[src/hdl/cbvd_pkg.sv]
// Shared types and codes for the cell-block video decoder.
// Used by cbvd_ctrl, cbvd_dp and cell_block_video_decoder; depends on nothing.
`timescale 1ns / 1ps

package cbvd_pkg;

    localparam int TABLE_ENTRIES = 256;
    localparam int TABLE_AW      = $clog2(TABLE_ENTRIES);

    // Input item functions.
    localparam logic [1:0] FUNC_BYTE   = 2'd0;
    localparam logic [1:0] FUNC_LUMA   = 2'd1;
    localparam logic [1:0] FUNC_CHROMA = 2'd2;

    // Result kinds.
    localparam logic [1:0] KIND_ROW    = 2'd0;
    localparam logic [1:0] KIND_SIZE   = 2'd1;
    localparam logic [1:0] KIND_REGION = 2'd2;
    localparam logic [1:0] KIND_ERROR  = 2'd3;

    // Packet parser phases.
    localparam logic [1:0] PH_HEADER = 2'd0;
    localparam logic [1:0] PH_BODY   = 2'd1;
    localparam logic [1:0] PH_BOTTOM = 2'd2;
    localparam logic [1:0] PH_DRAIN  = 2'd3;

    localparam logic [7:0] SKIP_MIN = 8'd128;
    localparam logic [7:0] SKIP_BIAS = 8'd127;

    // What an accepted item leaves to do.
    typedef struct packed {
        logic size;
        logic err;
        logic pixels;
        logic skip;
        logic region;
    } cbvd_work_t;

    typedef struct packed {
        logic       accept;
        logic       emit_size;
        logic       emit_err;
        logic       emit_row;
        logic [1:0] row;
        logic       emit_region;
        logic       last;
        logic       skip_step;
        logic       fin_cell;
    } cbvd_cmd_t;

    typedef struct packed {
        cbvd_work_t work;
        logic       out_free;
        logic       skip_done;
    } cbvd_status_t;

endpackage

[src/hdl/cbvd_ctrl.sv]
// Controller of the cell-block video decoder: sequences the results of one item.
// Depends on cbvd_pkg.
`timescale 1ns / 1ps

module cbvd_ctrl (
    input  logic                   aclk,
    input  logic                   aresetn,
    input  logic                   s_valid,
    output logic                   s_ready,
    input  cbvd_pkg::cbvd_status_t status,
    output cbvd_pkg::cbvd_cmd_t    cmd
);

    localparam logic ST_IDLE = 1'b0;
    localparam logic ST_RUN  = 1'b1;

    logic                 state_reg, state_next;
    cbvd_pkg::cbvd_work_t work_reg, work_next;
    logic                 fin_reg, fin_next;
    logic [1:0]           row_reg, row_next;

    assign s_ready = (state_reg == ST_IDLE);

    always_comb begin
        cmd        = '0;
        state_next = state_reg;
        work_next  = work_reg;
        fin_next   = fin_reg;
        row_next   = row_reg;
        unique case (state_reg)
            ST_IDLE: begin
                if (s_valid) begin
                    cmd.accept = 1'b1;
                    work_next  = status.work;
                    fin_next   = 1'b0;
                    row_next   = 2'd0;
                    state_next = ST_RUN;
                end
            end
            default: begin
                priority if (work_reg.size) begin
                    if (status.out_free) begin
                        cmd.emit_size  = 1'b1;
                        cmd.last       = !(work_reg.err || work_reg.region);
                        work_next.size = 1'b0;
                    end
                end else if (work_reg.err) begin
                    if (status.out_free) begin
                        cmd.emit_err  = 1'b1;
                        cmd.last      = 1'b1;
                        work_next.err = 1'b0;
                    end
                end else if (work_reg.pixels) begin
                    if (status.out_free) begin
                        cmd.emit_row = 1'b1;
                        cmd.row      = row_reg;
                        cmd.last     = (row_reg == 2'd3) && !work_reg.region;
                        row_next     = row_reg + 2'd1;
                        if (row_reg == 2'd3) begin
                            work_next.pixels = 1'b0;
                            fin_next         = 1'b1;
                        end
                    end
                end else if (fin_reg) begin
                    cmd.fin_cell = 1'b1;
                    fin_next     = 1'b0;
                end else if (work_reg.skip) begin
                    cmd.skip_step = 1'b1;
                    if (status.skip_done) begin
                        work_next.skip = 1'b0;
                    end
                end else if (work_reg.region) begin
                    if (status.out_free) begin
                        cmd.emit_region  = 1'b1;
                        cmd.last         = 1'b1;
                        work_next.region = 1'b0;
                    end
                end else begin
                    state_next = ST_IDLE;
                end
            end
        endcase
    end

    always_ff @(posedge aclk) begin
        if (!aresetn) begin
            state_reg <= ST_IDLE;
            work_reg  <= '0;
            fin_reg   <= 1'b0;
            row_reg   <= 2'd0;
        end else begin
            state_reg <= state_next;
            work_reg  <= work_next;
            fin_reg   <= fin_next;
            row_reg   <= row_next;
        end
    end

endmodule

[config.mk]
export PLATFORM = sky130hd
export DESIGN_NAME = cbvd_ctrl
export DESIGN_NICKNAME = d
export VERILOG_FILES = /design/src/hdl/cbvd_pkg.sv /design/src/hdl/cbvd_ctrl.sv
export SDC_FILE = /design/constraint.sdc
export NUM_CORES = 1
export LEC_CHECK = 0
export BUFFER_PORTS_ARGS = -buffer_cell sky130_fd_sc_hd__clkbuf_2
export CORE_AREA = 3 3 40 42
export DETAILED_ROUTE_END_ITERATION = 8
export DIE_AREA = 0 0 43 45
export GPL_ROUTABILITY_DRIVEN = 0
export PLACE_DENSITY = 0.65
export SLEW_MARGIN = 20
export SYNTH_ARGS = -nofsm -noshare
export SYNTH_HDL_FRONTEND = slang
export SYNTH_SLANG_ARGS = --single-unit
[constraint.sdc]
create_clock -name aclk -period 1.45 [get_ports aclk]
set_clock_uncertainty 0.05 [all_clocks]
set_input_delay 0.0725 -clock aclk [delete_from_list [all_inputs] [get_ports aclk]]
set_output_delay 0.0725 -clock aclk [all_outputs]
set_load 0.005 [all_outputs]
==> Word-level counts from Yosys, hierarchy flattened <==
Index checks and enable logic that the tools add are counted.
{ "totals": {"word_cells": 92, "output_inout_bits": 11, "ff_bits": 9} }
{ "op_classes": {"addsub": 1, "reduce_logical": 11, "muxes": 61, "n_bitwise": 1, "n_eq_ne": 10} }
{ "ops": {"columns": ["cell", "n"], "rows": [
  ["1-bit 2-to-1 mux", 37],
  ["2-bit 2-to-1 mux", 14],
  ["5-bit 2-to-1 mux", 3],
  ["5-bit AND reduction", 3],
  ["3-bit 2-to-1 mux", 4],
  ["2-bit != test, second input constant", 6],
  ["9-bit 2-to-1 mux", 1],
  ["4-bit 2-to-1 mux", 2],
  ["6-bit AND reduction", 1],
  ["3-bit by 2-bit != test with 1-bit output, second input constant", 1],
  ["3-bit != test, second input constant", 1],
  ["3-bit AND reduction", 1],
  ["2-bit by 1-bit adder with 2-bit output, second input constant", 1],
  ["2-bit == test, second input constant", 1],
  ["1-bit logical NOT", 2],
  ["2-bit by 1-bit != test with 1-bit output, second input constant", 1],
  ["2-bit AND reduction", 1],
  ["2-bit nonzero test", 1],
  ["1-bit logical AND", 1],
  ["1-bit logical OR", 1],
  ["1-bit inverter", 1]
]} }

==> Depth between registers and ports, before layout <==
{ "depth": {"depth_word": 8, "depth_mapped": 5, "ltp_nobuf": 4} }

==> Least setup slack after synthesis <==
OpenSTA, ideal clock, no wires.
{ "synth_timing": {"path_kind": "reg-to-reg", "from": "register state_reg", "to": "register row_reg[0]", "t_arrival_ns": 1.216, "path_stages_with_launch": 6, "period_less_slack_ns": 1.326, "slack_ns": 0.124, "cell_sequence": "dfxtp_1 > nor3b_4 > and3_1 > buf_4 > mux2i_1 > and2_1"} }
{ "synth_between": {"elab_chain_cells": 2} }
{ "synth_rtl": {"columns": ["item", "line_no", "rtl"], "rows": [
  ["start, declared", "cbvd_ctrl.sv:17", "logic state_reg, state_next;"],
  ["start signal, assigned", "cbvd_ctrl.sv:92", "state_reg <= state_next;"],
  ["2-bit by 1-bit != test with 1-bit output (no line), or another cell as far along", null, null],
  ["5-bit AND reduction (no line)", null, null],
  ["end signal, assigned", "cbvd_ctrl.sv:95", "row_reg <= row_next;"],
  ["end, declared", "cbvd_ctrl.sv:20", "logic [1:0] row_reg, row_next;"]
]} }
Parallel ways exist; a longest one is shown, timed or not.
A chain may end at the register's enable or synchronous reset.

==> tab_implementation.tex <==
\begin{tabular}{lr}
\hline
Metric & Value \\
\hline
\multicolumn{2}{l}{\textbf{STA}} \\
\quad Worst hold margin & 0.00180 ns \\
\quad Hold violation count in the final report & 0 \\
\quad Period minus WS final & 1.46 ns \\
\quad Pin slew with the least headroom to its limit & 0.241 ns \\
\quad Worst Slack Setup Final & -0.00828 ns \\
\quad Timing-limited maximum frequency & 686 MHz \\
\quad Number of pins with negative max-slew slack in the final report & 0 \\
\quad Setup repair after global routing missed its margin & yes \\
\quad Final period utilization & 1.01 \\
\quad Setup TNS & -0.00828 ns \\
\quad Max transition margin & 0.839 \\
\quad Setup violations, final & 1 \\
\multicolumn{2}{l}{\textbf{Flow run}} \\
\quad Max Cap Viol & 0 \\
\multicolumn{2}{l}{\textbf{Final layout}} \\
\quad Final standard cell count with taps included and fillers excluded & 116 \\
\quad Fraction of layout cells with a size suffix above 1 & 0.396 \\
\quad Fill cells & 121 \\
\quad Leading cell type in the layout, fill and taps excluded & sky130\_fd\_sc\_hd\_\_clkbuf\_2 \\
\quad Net total in the final layout & 113 \\
\quad Most used cells in the layout excluding fill and tap cells & sky130\_fd\_sc\_hd\_\_clkbuf\_2 (20), sky130\_fd\_sc\_hd\_\_nand2\_1 (9), sky130\_fd\_sc\_hd\_\_nand3\_1 (8) \\
\quad Synthesis-to-layout area growth & 46.7\% \\
\quad Number of antenna repair diodes & 0 \\
\quad Storage cell area & 189 sq um \\
\quad Multi-input gate area in the final layout & 344 sq um \\
\quad Number of flip-flops in the largest register & 5 \\
\multicolumn{2}{l}{\textbf{Worst setup path}} \\
\quad Delay of the slowest cell on the worst path & 0.35 ns \\
\quad Cell Chain, Critical Path & ha\_4 -> and4b\_1 -> a311oi\_1 -> o21ai\_1 -> clkbuf\_2 \\
\quad Reg2reg path depth & 7 \\
\quad Reg-to-reg setup timing slack & 0.19 ns \\
\quad Startpoint Class & register \\
\quad Origin of the critical flop-to-flop path & state\_reg \\
\quad Crit Path Max Fanout & 4 \\
\quad Number of buffers and inverters on the critical path & 1 \\
\quad Critical path data arrival time & 1.34 ns \\
\quad Worst setup path class & register to primary output \\
\quad CP top delay family & flip-flops \\
\quad Required time of the critical path & 1.33 ns \\
\quad Slowest stage cell, crit path & sky130\_fd\_sc\_hd\_\_dfxtp\_2 \\
\quad Nature of the critical path endpoint & primary output \\
\quad RR Endpoint & work\_reg[1] \\
\multicolumn{2}{l}{\textbf{Status}} \\
\quad Outcome & finished with violations \\
\quad Violations in the final reports & setup timing \\
\multicolumn{2}{l}{\textbf{Floorplan}} \\
\quad Area of the core & 1280 sq um \\
\quad Initial core utilization & 0.415 \\
\quad Width of the die & 43 microns \\
\quad Area of the die & 1940 sq um \\
\quad Number of top-level pins & 21 \\
\quad Vertical die dimension & 45 microns \\
\quad Number of rows in the core area & 13 \\
\multicolumn{2}{l}{\textbf{Drt}} \\
\quad Total wire length & 1.29 mm \\
\quad Routed wire length per instance & 11.1 microns \\
\quad Number of design-rule violations left by the first detailed-router iteration & 5 \\
\quad Vias per cell & 5.00 \\
\quad DRC viols & 0 \\
\quad Number of optimization iterations in the first detailed-route pass & 4 \\
\quad Antenna-violating nets left & 0 \\
\quad Overall via count from detail\_route & 580 \\
\multicolumn{2}{l}{\textbf{Worst hold path}} \\
\quad Hold path depth & 3 \\
\quad Hold Path Sink & work\_reg[2] \\
\quad Startpoint of the most critical hold path & status[4] \\
\quad Class of the tightest hold or removal check & primary input to register \\
\multicolumn{2}{l}{\textbf{Power}} \\
\quad Power, Total & 0.000603 W \\
\quad Internal power & 0.000437 W \\
\quad Combinational Power Share & 0.219 \\
\quad Net switching component of the power & 0.000166 W \\
\quad Net Sw Frac & 0.275 \\
\quad Part of the total power dissipated in the clock network & 0.328 \\
\quad Part of the total power dissipated in sequential elements & 0.454 \\
\quad VDD IR max & 0.587 mV \\
\quad Leakage power summed over all cells & 0.361 nW \\
\quad Power per cell area & 771 nW/um\^{}2 \\
\multicolumn{2}{l}{\textbf{Synth}} \\
\quad Synth warn & 0 \\
\quad Syn nets & 81 \\
\quad Number of standard cells after synthesis & 70 \\
\quad Distinct cells, synth & 25 \\
\quad \#FFs+latches synth & 9 \\
\quad Synthesized area divided by synthesized cell count & 7.61 sq um \\
\quad Sequential fraction of the synthesis area & 0.338 \\
\quad Netlist area before placement & 533 sq um \\
\multicolumn{2}{l}{\textbf{Clock network}} \\
\quad CTS Buf Count & 3 \\
\quad Root buffer selected by CTS & sky130\_fd\_sc\_hd\_\_clkbuf\_4 \\
\quad Worst-path clk slew & 0.07 ns \\
\quad Clock Sink Count & 9 \\
\quad Clk buf depth & 2 \\
\quad Clock tree from TritonCTS & built \\
\quad Worst-Skew Late Latency & 0.26 ns \\
\quad H-tree depth & 1 \\
\multicolumn{2}{l}{\textbf{Placed design}} \\
\quad Placed cells & 105 \\
\quad Pre-CTS setup slack & 0.111 ns \\
\quad Estimated wirelength of the detail-placed design & 998 microns \\
\quad Input/output buffers & 20 \\
\multicolumn{2}{l}{\textbf{GRT}} \\
\quad Combined global-route utilization of all metal layers & 0.142 \\
\quad Number of global-route vias before repair & 484 \\
\quad Number of antenna violations at the first check in global routing & 0 \\
\quad Maximum number of pins on one net before global-route repair & 12 \\
\quad Wire length of the first global-routing pass & 2.06 mm \\
\quad Remaining global-route overflow & 0 \\
\hline
\end{tabular}
==> per-layer routing <==
layer	routed length, microns	vias to the layer above	global-route usage
li1	-	306	-
met1	633	262	0.180
met2	575	10	0.219
met3	65	2	0.0438
met4	12	0	0.0723
met5	0	-	0
==> synth_stat cells (all sizes together) <==
cell type / count / share of area
nand4: 1 / 0.012
nor2b: 1 / 0.012
ha: 1 / 0.023
nor2: 6 / 0.042
inv: 4 / 0.028
a311oi: 1 / 0.016
o221a: 1 / 0.021
clkbuf: 2 / 0.014
o21ai: 4 / 0.038
mux2i: 1 / 0.019
dfxtp: 9 / 0.34
and2: 4 / 0.047
nand2: 9 / 0.063
a21oi: 1 / 0.0094
buf: 1 / 0.014
a21boi: 5 / 0.070
a31oi: 1 / 0.012
nand3: 8 / 0.075
nand3b: 1 / 0.014
nand2b: 1 / 0.012
nor3: 2 / 0.019
and4b: 1 / 0.019
nor3b: 1 / 0.035
and3: 4 / 0.047
==> worst reg2reg max path: cells and delay by family, from the launching register on <==
kind / cells / cell delay (ns)
DFF: 1 / 0.35
and+or+nand+nor: 3 / 0.29
buffers and inverters: 3 / 0.36
AOI/OAI and AO/OA: 1 / 0.14
==> per-stage QoR <==
stage | area, sq um | util
after global routing | 782 | 0.609
after floorplan | 533 | -
final | 782 | 0.609
after global placement | 659 | 0.513
after CTS | 768 | 0.598
after detailed placement | 659 | 0.513
==> worst max path at each step <==
stage                       to  depth (start not counted)  startpoint
floorplan           row_reg[0]                          5   state_reg
global placement        cmd[2]                          5  row_reg[0]
detailed placement  row_reg[0]                          4   state_reg
CTS                     cmd[2]                          5  row_reg[0]
global route            cmd[2]                          5  row_reg[0]
finish                  cmd[2]                          5  row_reg[0]
==> cells by family after synthesis <==
| family | synth area share |
|---|---|
| compound gates | 0.167 |
| mux | 0.0188 |
| flops | 0.338 |
| simple gates | 0.397 |
| fa+ha+maj | 0.0235 |
| buf+inv | 0.0563 |
==> power groups by stage <==
stage / sequential [W] / clock (W) / combinational [W]
after floorplan: 0.000278 / 0 / 0.0000619
after global placement: 0.000278 / 0 / 0.000105
after detailed placement: 0.000279 / 0 / 0.000106
after CTS: 0.000273 / 0.000202 / 0.000128
after global routing: 0.000277 / 0.000224 / 0.000145
final: 0.000274 / 0.000198 / 0.000132
==> area by class of cell <==
cell class,instances,share of cell area
Sequential cell,9,0.242
Clock buffer,4,0.0336
Multi-Input combinational cell,54,0.440
Timing Repair Buffer,30,0.242
Tap cell,15,0.0240
Inverter,4,0.0192
==> repair_timing <==
| action | CTS | global route |
|---|---|---|
| endpoints found under the hold margin | 4 | 0 |
| cloned | 0 | 0 |
| resized for setup | 11 | 2 |
| pin swaps | 2 | 0 |
| buffers inserted | 2 | 1 |
| setup endpoints to repair | 5 | 5 |
| hold buffers | 4 | 0 |
Power figures use the tool's default switching activity.
